[src/rtl/pvt_pkg.sv]
// Package: shared types, constants and helper functions of the particle vertex transform.
`default_nettype none
package pvt_pkg;

	localparam int DEF_MAX_POINTS   = 64;
	localparam int DEF_CORDIC_STEPS = 16;

	// offset datapath width: holds the exact offset plus CORDIC growth
	localparam int XW = 38;

	localparam logic [23:0]        GAIN_Q24    = 24'd10188014;
	localparam logic signed [31:0] PI_Q28      = 32'sd843314857;
	localparam logic [29:0]        HALF_PI_Q28 = 30'd421657428;

	typedef enum logic [1:0] {
		MODE_LOAD  = 2'd0,
		MODE_START = 2'd1,
		MODE_TICK  = 2'd2
	} mode_t;

	typedef enum logic [2:0] {
		REG_SPIN_RATE     = 3'd0,
		REG_X_VELOCITY    = 3'd1,
		REG_GRAVITY       = 3'd2,
		REG_SCALE_FACTOR  = 3'd3,
		REG_LIFE_TIME     = 3'd4,
		REG_INIT_VY       = 3'd5,
		REG_POINTS_IN_USE = 3'd6
	} reg_index_t;

	typedef enum logic [3:0] {
		S_IDLE,
		S_PRE0,
		S_PRE1,
		S_PRE2,
		S_PRE3,
		S_READ,
		S_OFFS,
		S_ROT,
		S_MUL,
		S_FIN,
		S_EMIT
	} state_t;

	typedef struct packed {
		logic       load;
		logic       start;
		logic       tick;
		logic       pre0;
		logic       pre1;
		logic       pre2;
		logic       pre3;
		logic       offs;
		logic       rot;
		logic       mul;
		logic       fin;
		logic [5:0] vidx;
		logic [4:0] step;
		logic [2:0] mul_sel;
	} pvt_cmd_t;

	typedef struct packed {
		logic last;
	} pvt_stat_t;

	function automatic logic signed [31:0] atan_q28(input logic [4:0] i);
		logic signed [31:0] r;
		unique case (i)
			5'd0:    r = 32'sd210828714;
			5'd1:    r = 32'sd124459457;
			5'd2:    r = 32'sd65760959;
			5'd3:    r = 32'sd33381290;
			5'd4:    r = 32'sd16755422;
			5'd5:    r = 32'sd8385879;
			5'd6:    r = 32'sd4193963;
			5'd7:    r = 32'sd2097109;
			5'd8:    r = 32'sd1048571;
			5'd9:    r = 32'sd524287;
			5'd10:   r = 32'sd262144;
			5'd11:   r = 32'sd131072;
			5'd12:   r = 32'sd65536;
			5'd13:   r = 32'sd32768;
			5'd14:   r = 32'sd16384;
			5'd15:   r = 32'sd8192;
			5'd16:   r = 32'sd4096;
			5'd17:   r = 32'sd2048;
			5'd18:   r = 32'sd1024;
			5'd19:   r = 32'sd512;
			5'd20:   r = 32'sd256;
			5'd21:   r = 32'sd128;
			5'd22:   r = 32'sd64;
			5'd23:   r = 32'sd32;
			default: r = 32'sd0;
		endcase
		return r;
	endfunction

	// clamp a 40-bit signed value to the signed 32-bit range
	function automatic logic signed [31:0] sat32(input logic signed [39:0] v);
		logic signed [31:0] r;
		if (v > 40'sh007FFFFFFF) begin
			r = 32'sh7FFFFFFF;
		end else if (v < -40'sh0080000000) begin
			r = 32'sh80000000;
		end else begin
			r = v[31:0];
		end
		return r;
	endfunction

endpackage
`default_nettype wire

[src/rtl/pvt_ctrl.sv]
// Controller: sequences tick preparation, per-vertex CORDIC, multiplies and output.
`default_nettype none
module pvt_ctrl import pvt_pkg::*; #(
	parameter int CORDIC_STEPS = DEF_CORDIC_STEPS
) (
	input  logic       clk,
	input  logic       arst_n,
	input  logic       in_valid,
	input  logic [1:0] in_mode,
	output logic       in_ready,
	output logic       out_valid,
	input  logic       out_ready,
	input  pvt_stat_t  stat,
	output pvt_cmd_t   cmd
);

	state_t     state_q, state_d;
	logic [5:0] j_q;
	logic [4:0] step_q;
	logic [2:0] mul_q;

	always_comb begin
		state_d = state_q;
		unique case (state_q)
			S_IDLE: if (in_valid && in_mode == MODE_TICK) state_d = S_PRE0;
			S_PRE0: state_d = S_PRE1;
			S_PRE1: state_d = S_PRE2;
			S_PRE2: state_d = S_PRE3;
			S_PRE3: state_d = S_READ;
			S_READ: state_d = S_OFFS;
			S_OFFS: state_d = S_ROT;
			S_ROT:  if (step_q == 5'(CORDIC_STEPS - 1)) state_d = S_MUL;
			S_MUL:  if (mul_q == 3'd7) state_d = S_FIN;
			S_FIN:  state_d = S_EMIT;
			S_EMIT: if (out_ready) state_d = stat.last ? S_IDLE : S_READ;
			default: state_d = S_IDLE;
		endcase
	end

	always_comb begin
		cmd         = '0;
		cmd.vidx    = j_q;
		cmd.step    = step_q;
		cmd.mul_sel = mul_q;
		in_ready    = (state_q == S_IDLE);
		out_valid   = (state_q == S_EMIT);
		unique case (state_q)
			S_IDLE: begin
				cmd.load  = in_valid && in_mode == MODE_LOAD;
				cmd.start = in_valid && in_mode == MODE_START;
				cmd.tick  = in_valid && in_mode == MODE_TICK;
			end
			S_PRE0: cmd.pre0 = 1'b1;
			S_PRE1: cmd.pre1 = 1'b1;
			S_PRE2: cmd.pre2 = 1'b1;
			S_PRE3: cmd.pre3 = 1'b1;
			S_OFFS: cmd.offs = 1'b1;
			S_ROT:  cmd.rot  = 1'b1;
			S_MUL:  cmd.mul  = 1'b1;
			S_FIN:  cmd.fin  = 1'b1;
			default: ;
		endcase
	end

	always_ff @(posedge clk or negedge arst_n) begin
		if (!arst_n) begin
			state_q <= S_IDLE;
			j_q     <= '0;
			step_q  <= '0;
			mul_q   <= '0;
		end else begin
			state_q <= state_d;
			step_q  <= (state_q == S_ROT) ? step_q + 5'd1 : 5'd0;
			mul_q   <= (state_q == S_MUL) ? mul_q + 3'd1 : 3'd0;
			if (state_q == S_IDLE) begin
				j_q <= '0;
			end else if (state_q == S_EMIT && out_ready) begin
				j_q <= j_q + 6'd1;
			end
		end
	end

endmodule
`default_nettype wire

[config.mk]
export PLATFORM = sky130hd
export DESIGN_NAME = pvt_ctrl
export DESIGN_NICKNAME = d
export VERILOG_FILES = /design/src/rtl/pvt_pkg.sv /design/src/rtl/pvt_ctrl.sv
export SDC_FILE = /design/constraint.sdc
export NUM_CORES = 1
export LEC_CHECK = 0
export ABC_AREA = 1
export BUFFER_PORTS_ARGS = -buffer_cell sky130_fd_sc_hd__clkbuf_2
export CORE_MARGIN = 4
export CORE_UTILIZATION = 49
export DETAILED_ROUTE_END_ITERATION = 8
export PLACE_DENSITY_LB_ADDON = 0.08
export SETUP_SLACK_MARGIN = 0.5
export SYNTH_ARGS = -nofsm -noshare
export SYNTH_HDL_FRONTEND = slang
export SYNTH_SLANG_ARGS = --single-unit
[constraint.sdc]
create_clock -name clk -period 1.74 [get_ports clk]
set_input_delay 0.261 -clock clk [delete_from_list [all_inputs] [get_ports clk]]
set_output_delay 0.261 -clock clk [all_outputs]
set_load 0.01 [all_outputs]
# Word-level counts from Yosys, hierarchy flattened
# Cells that the tools add are included.
[word_totals]
regBits = 18
elab_cells = 52
[op_classes]
addsub = 3
mux = 19
reduce_logical = 8
n_eq_ne = 18
[op_table]
columns = ["cell", "n"]
rows = [
  ["case mux 4 bit (11 select lines)", 1],
  ["equality test 4 x 3 -> 1 bit (second input constant)", 4],
  ["2-to-1 mux 4 bit", 4],
  ["equality test 4 bit (second input constant)", 3],
  ["2-to-1 mux 6 bit", 2],
  ["2-to-1 mux 3 bit", 3],
  ["equality test 4 x 2 -> 1 bit (second input constant)", 2],
  ["2-to-1 mux 1 bit", 8],
  ["adder 6 x 1 -> 6 bit (second input constant)", 1],
  ["adder 5 x 1 -> 5 bit (second input constant)", 1],
  ["equality test 5 x 4 -> 1 bit (second input constant)", 1],
  ["2-to-1 mux 5 bit", 1],
  ["equality test 4 x 1 -> 1 bit (second input constant)", 1],
  ["logical AND 1 bit", 4],
  ["zero test 4 bit", 1],
  ["!= test 2 x 1 -> 1 bit (second input constant)", 2],
  ["!= test 2 bit (second input constant)", 2],
  ["AND reduction 4 bit", 1],
  ["adder 3 x 1 -> 3 bit (second input constant)", 1],
  ["equality test 3 bit (second input constant)", 1],
  ["equality test 2 x 1 -> 1 bit (second input constant)", 1],
  ["equality test 2 bit (second input constant)", 1],
  ["zero test 2 bit", 1],
  ["nonzero test 2 bit", 1],
]

# Depth between registers and ports, before layout
[logic_depth]
word_depth = 4
depth_mapped = 10

# Worst setup path after synthesis
# OpenSTA, ideal clock, no wires.
[synth_path]
kind = "register to output"
start = "register state_q[1]"
end = "output cmd[23] (netlist bit)"
setup_slack_ns = 0.304
path_stages_with_launch = 5
arrival_ns = 1.175
t_required_ns = 1.479
cell_sequence = "dfrtp_1 > nor2_2 > nand2_2 > buf_6 > nor4_1"
[synth_rtl]
columns = ["item", "line", "rtl"]
rows = [
  ["start: declaration", "pvt_ctrl.sv:17", "state_t state_q, state_d;"],
  ["start signal: assignment", "pvt_ctrl.sv:72", "state_q <= state_d;"],
  ["end: declaration", "pvt_ctrl.sv:14", "output pvt_cmd_t cmd"],
]

==> impl_metrics.csv <==
group,metric,value,unit
pwr,powerDensity,1330,nW/um^2
timing,rsz0062_at_grt,"true",
global_route,grt_pass1_wl,4440,um
pwr,seq_power_share,24.5,%
drt,routed_wl,4000,um
die,start_util,52.9,%
clocking,numCtsBuffers,3,
synth,synth_compound_area_share,5.90,%
global_route,grt_use_total,21.0,%
timing,hold_viol,0,
clocking,cts_max_level,1,
synth,syn_inst,140,
pwr,p_leak,0.961,nW
place,gp_congestion,0.859,
synth,yosys_warnings,0,
drt,drt_pass1_iterations,5,
setup_path,start_kind,"flip-flop",
synth,synth_top_family_by_area,"simple AND/OR/NAND/NOR gates",
setup_path,r2r_cells,9,
timing,slew_headroom,69.2,%
worst_hold_path,hp-class,"in2reg",
final_layout,num-fill-cells,90,
run_status,outcome,"finished, final reports clean",
setup_path,critical_path_class,"reg2out",
setup_path,endpoint_kind,"primary output",
die,die_area,2970,um^2
drt,ant_nets,0,
synth,yosysSeqAreaShare,42.5,%
setup_path,cp.required,1480,ps
global_route,grt_max_degree,19,
final_layout,antennaDiodeCount,0,
synth,synth.cell_area,1060,um^2
timing,finClkSkew,6.14,ps
global_route,grt_overflow,0,
die,die_y,54.5,um
drt,vias,1280,
synth,synth.ff_latch_count,18,
flow_run,max-cap-violations,0,
synth,synthSimpleGateAreaFrac,34.9,%
setup_path,cp_top_family,"flip-flops",
setup_path,r2r_setup_slack,90,ps
die,num_io_pins,34,
pwr,switching_share,45.0,%
pwr,p_clk_share,11.5,%
pwr,ir_worst_vdd,1230,uV
setup_path,timing.rr.start,"state_q[0]",
timing,setup_viol,0,
clocking,root_buffer,"clkbuf_4",
timing,worst_pin_slew,461,ps
setup_path,crit_chain,"nor2_2, inv_1, nor2_1, clkbuf_2",
synth,synth_cell_types,21,
timing,fmax,600,MHz
setup_path,slowest_delay,470,ps
drt,routed_wire_length_per_instance,17.1,um
synth,synth_mux_area_share,0,%
clocking,worstSkewPairLatency,310,ps
timing,post-route-period-util,95.7,%
drt,first_iter_violations,56,
setup_path,crit_buf_inv,2,
die,die-width,54.5,um
synth,syn_area_per_cell,7.57,um^2
clocking,cts_tree,"done",
synth,synth_fp_nets,152,
setup_path,startpoint,"state_q[3]",
synth,synthAdderAreaFrac,5.90,%
final_layout,final_common_cell,"clkbuf_2",
worst_hold_path,worstHoldPathCells,4,
final_layout,layout_common_cells,"clkbuf_2 (22), buf_6 (21), nand2_1 (20)",
clocking,cts_max_path_buffers,2,
drt,drc,0,
final_layout,drive_above_1_share,57.0,%
pwr,pwr-share-comb,63.9,%
place,dpl.hpwl,1760,um
timing,tns,0,ps
synth,synth_xor_xnor_area_share,0.826,%
drt,via_per_inst,5.47,
timing,period_minus_slack,1670,ps
die,placementRows,16,
worst_hold_path,min_to,"j_q[4]",
timing,hold-worst-slack,299,ps
global_route,grt_pass1_vias,1068,
worst_hold_path,hp-start,"out_ready",
place,port-buffer-count,33,
clocking,clkTransAtPathRegs,120,ps
setup_path,crit_slowest_cell,"dfrtp_2",
setup_path,cp.arrival,1400,ps
global_route,antenna_found_initial,0,
timing,slew_violations,0,
pwr,p_sw,1.07,mW
setup_path,path_max_fanout,4,
pwr,internal_power,1.31,mW
setup_path,rr_endpoint,"j_q[3]",
die,core_area,2000,um^2
final_layout,fin_nets,220,
clocking,clkSinkCount,18,
final_layout,area_growth,68.9,%
[synth_stat cells, drive strengths merged]
library cell | instances | share of area (%)
inv | 25 | 8.9
nor4 | 2 | 1.2
nand3 | 13 | 6.6
o21ai | 6 | 3.2
nand3b | 1 | 0.71
dfrtp | 18 | 43
xor2 | 1 | 0.83
nor3 | 1 | 0.47
nor2 | 28 | 13
nand2 | 34 | 13
ha | 5 | 5.9
a21oi | 5 | 2.7
buf | 1 | 1.1
[logic make-up after synthesis]
logic type	after synthesis
AOI/OAI and AO/OA	11
xor gates and xnor gates	1
adders and majority gates	5
buffers and inverters	26
DFF	18
and+or+nand+nor	79
[sequential cells by signal, summed over array words and instances (netlist names)]
name,count
j_q,6
step_q,5
state_q,4
mul_q,3
[per-stage QoR]
| step | area (um^2) | power, mW | setup slack [ps] | cells | util [%] |
|---|---|---|---|---|---|
| global placement | 1280 | 1.25 | 311 | 199 | 63.7 |
| floorplan | 1090 | 1.09 | 387 | 140 | - |
| finish | 1790 | 2.37 | 74.1 | 234 | 89.4 |
| global route | 1790 | 2.48 | 30.0 | 234 | 89.4 |
| detailed placement | 1280 | 1.27 | 290 | 199 | 63.7 |
| CTS | 1500 | 1.83 | 139 | 220 | 74.7 |
[how the worst max path moves through the flow]
stage            endpoint  slack (ps)  depth (start not counted)
2_1_floorplan  state_q[0]         390                         10
3_3_place_gp      cmd[23]         310                          4
3_5_place_dp      cmd[23]         290                          4
4_1_cts           cmd[23]         140                          4
5_1_grt           cmd[16]          30                          4
6_report          cmd[18]          70                          4
[power by group through the flow]
stage          registers [mW]  clock network [mW]  logic (mW)
6_report                0.582               0.274        1.52
5_1_grt                 0.587               0.292        1.60
3_3_place_gp            0.570                   0       0.684
2_1_floorplan           0.569                   0       0.520
3_5_place_dp            0.574                   0       0.695
4_1_cts                 0.579               0.275       0.978
[worst min-delay path, cell delays in order]
cell	delay, ps
clkbuf_2	120
nand2_4	70
nand3_1	70
nand2_1	50
[final cells by class]
cell class                      count  area [um^2]  area share, %
Timing Repair Buffer               64          494           27.6
Multi-Input combinational cell     96          667           37.2
Inverter                           25          104           5.80
Sequential cell                    18          455           25.4
Clock buffer                        4         36.3           2.03
Tap cell                           27         33.8           1.89
[repair_timing]
action	in CTS	in global routing
pin swaps	12	20
resized for setup	18	59
gates cloned	0	0
hold buffers	1	0
endpoints found under the hold margin	18	0
buffers inserted	16	14
setup endpoints to repair	18	27
[per-layer routing]
| metal | vias up | GRT usage (%) | wire, um |
|---|---|---|---|
| li1 | 571 | - | - |
| met1 | 617 | 21.8 | 1500 |
| met2 | 72 | 40.0 | 2060 |
| met3 | 20 | 3.00 | 258 |
| met4 | 0 | 10.8 | 178 |
| met5 | - | 0 | 0 |
No activity file was read; power rests on OpenSTA's default activity.
